==> config.mk <==
export PLATFORM = sky130hd
export DESIGN_NAME = integer_calculator_alu
export DESIGN_NICKNAME = d
export VERILOG_FILES = /design/src/hdl/icalc_pkg.sv /design/src/hdl/integer_calculator_alu.sv /design/src/hdl/icalc_unit.sv
export SDC_FILE = /design/constraint.sdc
export NUM_CORES = 2
export LEC_CHECK = 0
export BUFFER_PORTS_ARGS = -buffer_cell sky130_fd_sc_hd__clkbuf_2
export CAP_MARGIN = 0
export CELL_PAD_IN_SITES_DETAIL_PLACEMENT = 1
export CELL_PAD_IN_SITES_GLOBAL_PLACEMENT = 2
export CORE_MARGIN = 4
export CORE_UTILIZATION = 30
export CTS_CLUSTER_DIAMETER = 200
export DETAILED_ROUTE_END_ITERATION = 12
export GPL_TIMING_DRIVEN = 0
export PLACE_DENSITY = 0.7
export SYNTH_ARGS = -nofsm -noshare
export SYNTH_HDL_FRONTEND = slang
export SYNTH_HIERARCHICAL = 1
export SYNTH_SLANG_ARGS = --single-unit
==> constraint.sdc <==
create_clock -name clock -period 17.5 [get_ports clock]
set_clock_uncertainty 0.15 [all_clocks]
set_input_delay 0.875 -clock clock [delete_from_list [all_inputs] [get_ports clock]]
set_output_delay 0.875 -clock clock [all_outputs]
set_load 0.01 [all_outputs]
==> src/hdl/icalc_pkg.sv <==
// Shared constants, operation codes, beat and unit types for the integer calculator ALU.
package icalc_pkg;

   localparam int DATA_WIDTH = 32;
   // factorial wraps to zero from this argument on
   localparam int FACT_LIMIT = 2 * DATA_WIDTH;
   localparam int CNT_WIDTH  = $clog2(FACT_LIMIT + 1);

   typedef enum logic [2:0] {
      OP_ADD  = 3'd0,
      OP_SUB  = 3'd1,
      OP_MUL  = 3'd2,
      OP_DIV  = 3'd3,
      OP_REM  = 3'd4,
      OP_POW  = 3'd5,
      OP_FACT = 3'd6
   } op_type;

   typedef enum logic [2:0] {
      ST_IDLE,
      ST_MUL,
      ST_DIV,
      ST_DIV_FIX,
      ST_POW_ACC,
      ST_POW_SQ,
      ST_FACT,
      ST_DONE
   } state_type;

   typedef struct packed {
      logic [2:0]                   op;
      logic signed [DATA_WIDTH-1:0] lower_operand;
      logic signed [DATA_WIDTH-1:0] top_operand;
   } req_type;

   typedef struct packed {
      logic signed [DATA_WIDTH-1:0] result;
      logic                         status;
   } rsp_type;

   // operands presented to the shared unit
   typedef struct packed {
      logic [DATA_WIDTH-1:0] mul_x;
      logic [DATA_WIDTH-1:0] mul_y;
      logic [DATA_WIDTH-1:0] div_rem;
      logic [DATA_WIDTH-1:0] div_quo;
      logic [DATA_WIDTH-1:0] div_dvs;
   } unit_cmd_type;

   typedef struct packed {
      logic [DATA_WIDTH-1:0] prod;
      logic [DATA_WIDTH-1:0] rem;
      logic [DATA_WIDTH-1:0] quo;
   } unit_res_type;

endpackage

==> src/hdl/integer_calculator_alu.sv <==
// Integer calculator ALU top level: sequencer, operand registers and result register.
//
// One request beat at a time. Add, subtract and all trivial cases (divide by zero,
// exponent not positive, factorial out of range, unused code) go from accept straight
// to the hand-over state. Multiply passes through the multiply state. Divide and
// remainder produce one quotient bit per cycle in the restoring divide step, then fix
// the signs. Power alternates an accumulate and a square state per exponent bit up to
// the highest set bit, since the square and the accumulate share one multiplier.
// Factorial of n multiplies in 2 up to n, one multiply per cycle. req_stall is high
// from accept until the result enters the output register; a finished result waits
// there without holding off the next request.
module integer_calculator_alu (
   input  logic                clock,
   input  logic                reset,
   input  logic                req_valid,
   output logic                req_stall,
   input  icalc_pkg::req_type  req_payload,
   output logic                rsp_valid,
   input  logic                rsp_stall,
   output icalc_pkg::rsp_type  rsp_payload
);

   localparam int W  = icalc_pkg::DATA_WIDTH;
   localparam int CW = icalc_pkg::CNT_WIDTH;

   icalc_pkg::state_type state_ff, state_in;
   logic [2:0]           op_ff, op_in;
   logic [W-1:0]         opa_ff, opa_in;
   logic [W-1:0]         opb_ff, opb_in;
   logic [W-1:0]         acc_ff, acc_in;
   logic [CW-1:0]        cnt_ff, cnt_in;
   logic                 neg_q_ff, neg_q_in;
   logic                 neg_r_ff, neg_r_in;
   logic                 status_ff, status_in;
   logic                 rsp_valid_ff, rsp_valid_in;
   icalc_pkg::rsp_type   rsp_payload_ff, rsp_payload_in;

   icalc_pkg::unit_cmd_type unit_cmd;
   icalc_pkg::unit_res_type unit_res;

   logic         accept;
   logic [W-1:0] a_in;
   logic [W-1:0] b_in;
   logic [W-1:0] a_mag;
   logic [W-1:0] b_mag;

   icalc_unit u_unit (
      .cmd (unit_cmd),
      .res (unit_res)
   );

   assign req_stall   = (state_ff != icalc_pkg::ST_IDLE);
   assign accept      = req_valid && !req_stall;
   assign rsp_valid   = rsp_valid_ff;
   assign rsp_payload = rsp_payload_ff;

   assign a_in  = req_payload.lower_operand;
   assign b_in  = req_payload.top_operand;
   assign a_mag = a_in[W-1] ? (~a_in + W'(1)) : a_in;
   assign b_mag = b_in[W-1] ? (~b_in + W'(1)) : b_in;

   // operand steering for the shared unit
   always_comb begin
      unit_cmd.div_rem = acc_ff;
      unit_cmd.div_quo = opa_ff;
      unit_cmd.div_dvs = opb_ff;
      case (state_ff)
         icalc_pkg::ST_POW_ACC: begin
            unit_cmd.mul_x = acc_ff;
            unit_cmd.mul_y = opa_ff;
         end
         icalc_pkg::ST_POW_SQ: begin
            unit_cmd.mul_x = opa_ff;
            unit_cmd.mul_y = opa_ff;
         end
         icalc_pkg::ST_FACT: begin
            unit_cmd.mul_x = acc_ff;
            unit_cmd.mul_y = {{(W-CW){1'b0}}, cnt_ff};
         end
         default: begin
            unit_cmd.mul_x = opa_ff;
            unit_cmd.mul_y = opb_ff;
         end
      endcase
   end

   always_ff @(posedge clock) begin
      if (reset) begin
         state_ff     <= icalc_pkg::ST_IDLE;
         rsp_valid_ff <= 1'b0;
      end else begin
         state_ff     <= state_in;
         rsp_valid_ff <= rsp_valid_in;
      end
   end

   always_ff @(posedge clock) begin
      op_ff          <= op_in;
      opa_ff         <= opa_in;
      opb_ff         <= opb_in;
      acc_ff         <= acc_in;
      cnt_ff         <= cnt_in;
      neg_q_ff       <= neg_q_in;
      neg_r_ff       <= neg_r_in;
      status_ff      <= status_in;
      rsp_payload_ff <= rsp_payload_in;
   end

   always_comb begin
      state_in       = state_ff;
      op_in          = op_ff;
      opa_in         = opa_ff;
      opb_in         = opb_ff;
      acc_in         = acc_ff;
      cnt_in         = cnt_ff;
      neg_q_in       = neg_q_ff;
      neg_r_in       = neg_r_ff;
      status_in      = status_ff;
      rsp_payload_in = rsp_payload_ff;
      rsp_valid_in   = rsp_valid_ff && rsp_stall;

      case (state_ff)
         icalc_pkg::ST_IDLE: begin
            if (accept) begin
               op_in     = req_payload.op;
               status_in = 1'b0;
               acc_in    = '0;
               state_in  = icalc_pkg::ST_DONE;
               case (req_payload.op)
                  icalc_pkg::OP_ADD: acc_in = a_in + b_in;
                  icalc_pkg::OP_SUB: acc_in = a_in - b_in;
                  icalc_pkg::OP_MUL: begin
                     opa_in   = a_in;
                     opb_in   = b_in;
                     state_in = icalc_pkg::ST_MUL;
                  end
                  icalc_pkg::OP_DIV, icalc_pkg::OP_REM: begin
                     if (b_in == '0) begin
                        status_in = 1'b1;
                     end else begin
                        opa_in   = a_mag;
                        opb_in   = b_mag;
                        cnt_in   = '0;
                        neg_q_in = a_in[W-1] ^ b_in[W-1];
                        neg_r_in = a_in[W-1];
                        state_in = icalc_pkg::ST_DIV;
                     end
                  end
                  icalc_pkg::OP_POW: begin
                     acc_in = W'(1);
                     if (!b_in[W-1] && b_in != '0) begin
                        opa_in   = a_in;
                        opb_in   = b_in;
                        state_in = icalc_pkg::ST_POW_ACC;
                     end
                  end
                  icalc_pkg::OP_FACT: begin
                     if (!b_in[W-1] && b_in < W'(icalc_pkg::FACT_LIMIT)) begin
                        acc_in   = W'(1);
                        opb_in   = b_in;
                        cnt_in   = CW'(2);
                        state_in = icalc_pkg::ST_FACT;
                     end
                  end
                  default: acc_in = '0;
               endcase
            end
         end
         icalc_pkg::ST_MUL: begin
            acc_in   = unit_res.prod;
            state_in = icalc_pkg::ST_DONE;
         end
         icalc_pkg::ST_DIV: begin
            acc_in = unit_res.rem;
            opa_in = unit_res.quo;
            cnt_in = cnt_ff + CW'(1);
            if (cnt_ff == CW'(W - 1)) begin
               state_in = icalc_pkg::ST_DIV_FIX;
            end
         end
         icalc_pkg::ST_DIV_FIX: begin
            // restore signs: quotient by xor of signs, remainder follows dividend
            if (op_ff == icalc_pkg::OP_DIV) begin
               acc_in = neg_q_ff ? (~opa_ff + W'(1)) : opa_ff;
            end else begin
               acc_in = neg_r_ff ? (~acc_ff + W'(1)) : acc_ff;
            end
            state_in = icalc_pkg::ST_DONE;
         end
         icalc_pkg::ST_POW_ACC: begin
            if (opb_ff[0]) begin
               acc_in = unit_res.prod;
            end
            state_in = icalc_pkg::ST_POW_SQ;
         end
         icalc_pkg::ST_POW_SQ: begin
            opa_in = unit_res.prod;
            opb_in = opb_ff >> 1;
            if ((opb_ff >> 1) == '0) begin
               state_in = icalc_pkg::ST_DONE;
            end else begin
               state_in = icalc_pkg::ST_POW_ACC;
            end
         end
         icalc_pkg::ST_FACT: begin
            if (cnt_ff > opb_ff[CW-1:0]) begin
               state_in = icalc_pkg::ST_DONE;
            end else begin
               acc_in = unit_res.prod;
               cnt_in = cnt_ff + CW'(1);
            end
         end
         icalc_pkg::ST_DONE: begin
            // hand over once the output register is free or draining
            if (!rsp_valid_ff || !rsp_stall) begin
               rsp_payload_in.result = acc_ff;
               rsp_payload_in.status = status_ff;
               rsp_valid_in          = 1'b1;
               state_in              = icalc_pkg::ST_IDLE;
            end
         end
         default: state_in = icalc_pkg::ST_IDLE;
      endcase
   end

   // an accepted beat keeps the request side stalled on the next cycle
   a_stall_after_accept: assert property (@(posedge clock) disable iff (reset)
      (req_valid && !req_stall) |=> req_stall)
      else $error("request side not stalled after accept");

   // a divide-by-zero beat carries a zero result
   a_dbz_zero: assert property (@(posedge clock) disable iff (reset)
      (rsp_valid && rsp_payload.status) |-> (rsp_payload.result == '0))
      else $error("error beat with nonzero result");

   // a new result only appears out of the hand-over state
   a_rsp_from_done: assert property (@(posedge clock) disable iff (reset)
      $rose(rsp_valid) |-> $past(state_ff == icalc_pkg::ST_DONE))
      else $error("result beat without hand-over");

   // a waiting result is not overwritten while stalled
   a_rsp_hold: assert property (@(posedge clock) disable iff (reset)
      (rsp_valid && rsp_stall) |=> (rsp_valid && $stable(rsp_payload)))
      else $error("stalled result beat changed");

endmodule

==> src/hdl/icalc_unit.sv <==
// Shared arithmetic unit: wrapped multiplier and one restoring divide step.
module icalc_unit (
   input  icalc_pkg::unit_cmd_type cmd,
   output icalc_pkg::unit_res_type res
);

   localparam int W = icalc_pkg::DATA_WIDTH;

   logic [2*W-1:0] full_prod;
   logic [W:0]     shifted;
   logic [W:0]     trial;
   logic           ge;

   assign full_prod = cmd.mul_x * cmd.mul_y;

   // bring down the next dividend bit, subtract when it fits
   assign shifted = {cmd.div_rem, cmd.div_quo[W-1]};
   assign ge      = shifted >= {1'b0, cmd.div_dvs};
   assign trial   = shifted - {1'b0, cmd.div_dvs};

   always_comb begin
      res.prod = full_prod[W-1:0];
      res.rem  = ge ? trial[W-1:0] : shifted[W-1:0];
      res.quo  = {cmd.div_quo[W-2:0], ge};
   end

endmodule

==> impl_metrics.ini <==
[status]
run_status = finished clean

[layout]
fillerInstances = 11993
design_area_mm2 = 0.0335
drive_gt1_share_pct = 6.54
final-seq-area_mm2 = 0.00434
area_delta_synth_final_pct = 9.65
multi_input_area_mm2 = 0.0233
final_nets = 4380

[clock_network]
clock_latency_ns = 0.46
htreeDepth = 4
clockRootBuffer = clkbuf_16
numCtsBuffers = 17
cts_hold_buf = 0
clock-sinks = 146
postCtsSetupBuffers = 0
path_clk_slew_ns = 0.06
cts_tree = yes
ctsLongestPathBuffers = 2
ctsResizeCount = 0

[floorplan]
die_w_um = 327
start_util_pct = 30.4
die_h_um = 327
die-area_mm2 = 0.107
num_rows = 116
ioPinCount = 106
coreArea_mm2 = 0.101

[sta]
hold_slack_ns = 0.298
slew_headroom_pct = 6.08
slew_viol_final = 0
finalCritPeriodShare_pct = 75.0
min_period_ns = 13.13
rsz0062_at_grt = false
final_hold_viol_count = 0
fin_tns_setup_ns = 0
setup_violations = 0
fmax_ghz = 0.0762
tightest_slew_ns = 1.40

[detailed_routing]
drt-total-wl_um = 135000
drtIter0Drc = 2147
drc_errors = 0
drt_pass1_iterations = 6
vias_per_cell = 5.24
wire_per_inst_um = 26.7
ant_nets = 0
via_count = 26559

[grt]
antenna_found_initial = 8
grt_pass1_wl_um = 196000
gr-total-overflow = 0
grt_pass1_vias = 28405
grt_max_degree = 33
grt_usage_pct = 25.1

[placement]
dpl_cell_area_mm2 = 0.0329
port_buffers = 102
dp_hpwl_um = 113000
gp_congestion = 0.909

[synthesis]
syn_inst = 3570
synthesis.nets = 4250
async_reset_ff_share_pct = 0
synth-edff-count = 142
ys_seq_elements = 146
synth_largest_area_cell = fa_1
synth_warnings = 6
yosysSeqAreaShare_pct = 14.2
synth_cell_type_count = 89
synth_common_cells = inv_1 (537), nand2_1 (432), fa_1 (410)
yosys-top-cells-area = fa_1 (27%), edfxtp_1 (14%), ha_1 (8.1%)
syn_area_per_cell_um2 = 8.56
synth_top_area_share_pct = 26.8
synth_ff_type = edfxtp_1
synth_area_mm2 = 0.0306
synth_most_common_cell = inv_1

[worst_setup_path]
critPathCapture = acc_ff[30]
crit_fanout = 10
r2r_end = acc_ff[30]
worstPathArrival_ns = 13.18
cp-end-kind = register
rrSetupSlack_ns = 4.37
r2r_cells = 34
rr_startpoint = state_ff[0]
worst_setup_path_start_kind = register
worstPathRequired_ns = 17.56
worst-setup-path-type = reg -> reg
slowest_delay_ns = 0.94
crit_start = state_ff[0]
slowest_stage = o21ai_0
crit_top_cell = fa_1

[worst_hold_path]
min_path_type = reg -> reg

[run]
cap_viol_max_count = 0
-- cell families after synthesis --
kind of cell | count (synthesis) | share of synthesized area (%)
AND/OR/NAND/NOR | 1140 | 18.5
adder cells (fa/ha/maj) | 609 | 35.0
multiplexers | 41 | 1.49
buffers and inverters | 745 | 9.63
flip-flops | 146 | 14.2
XOR/XNOR | 277 | 7.94
AO/OA/AOI/OAI | 612 | 13.3
-- flip-flops by register name, indices dropped and copies added, names as in the netlist --
name and cells:
status_ff 1, rsp_valid 1, acc_ff 32, neg_q_ff 1
op_ff 3, opa_ff 32, opb_ff 32, state_ff 3
rsp_payload 33, neg_r_ff 1, cnt_ff 7
-- area by class of cell --
| class | instances | area share (%) |
|---|---|---|
| Multi-Input combinational cell | 2679 | 69.6 |
| Sequential cell | 146 | 13.0 |
| Inverter | 538 | 6.02 |
| Tap cell | 1357 | 5.06 |
| Buffer | 207 | 2.76 |
| Timing Repair Buffer | 111 | 1.86 |
| Clock buffer | 21 | 1.31 |
| Clock inverter | 11 | 0.411 |
| Antenna cell | 2 | 0.0149 |
-- worst max-delay path: cells and delay by family (launching register included) --
kind | cells | cell delay, ns
flops | 1 | 0.42
simple gates | 6 | 1.50
fa+ha+maj | 9 | 4.39
xor+xnor | 1 | 0.22
compound gates | 9 | 3.03
buf+inv | 9 | 3.14
-- through the flow --
| stage | setup slack, ns | std cells | utilization, % |
|---|---|---|---|
| 4_1_cts | 4.49 | 5070 | 33.3 |
| 5_1_grt | 3.97 | 5070 | 33.3 |
| 3_5_place_dp | 4.54 | 5038 | 32.7 |
| 3_3_place_gp | 3.43 | 5029 | 32.6 |
| 6_report | 4.37 | 5072 | 33.3 |
| 2_1_floorplan | 8.19 | 3570 | - |
-- worst min path at each step --
stage,start,end,cells after the start
floorplan,status_ff,rsp_payload[0],0
global placement,status_ff,rsp_payload[0],0
detailed placement,status_ff,rsp_payload[0],0
CTS,status_ff,rsp_payload[0],0
global route,status_ff,rsp_payload[0],0
finish,status_ff,rsp_payload[0],0
-- placed cells by master (no fill, tap or decap), drive strengths merged, types with 22 or more instances in the layout --
master,n
fa,410
mux2,37
and3,22
a21oi,123
clkbuf,286
and2,284
nand3,43
a21o,30
o21ai,187
nor4,29
ha,199
a22o,26
buf,53
a22oi,52
xnor2,180
nor2,159
edfxtp,142
xor2,97
nand2b,24
nand2,432
nor3,54
inv,538
-- layer usage --
metal / share of wire (%) / track usage [%] / wire, um / vias up
met3: 4.7 / 2.34 / 6390 / 162
li1: - / - / - / 11924
met5: 0 / 0 / 0 / -
met2: 48 / 43.6 / 65400 / 768
met1: 43 / 33.1 / 58800 / 13705
met4: 3.4 / 7.89 / 4610 / 0
Power is not shown: default switching activity piles up to over one toggle a cycle in this logic, so the estimate is an artifact.
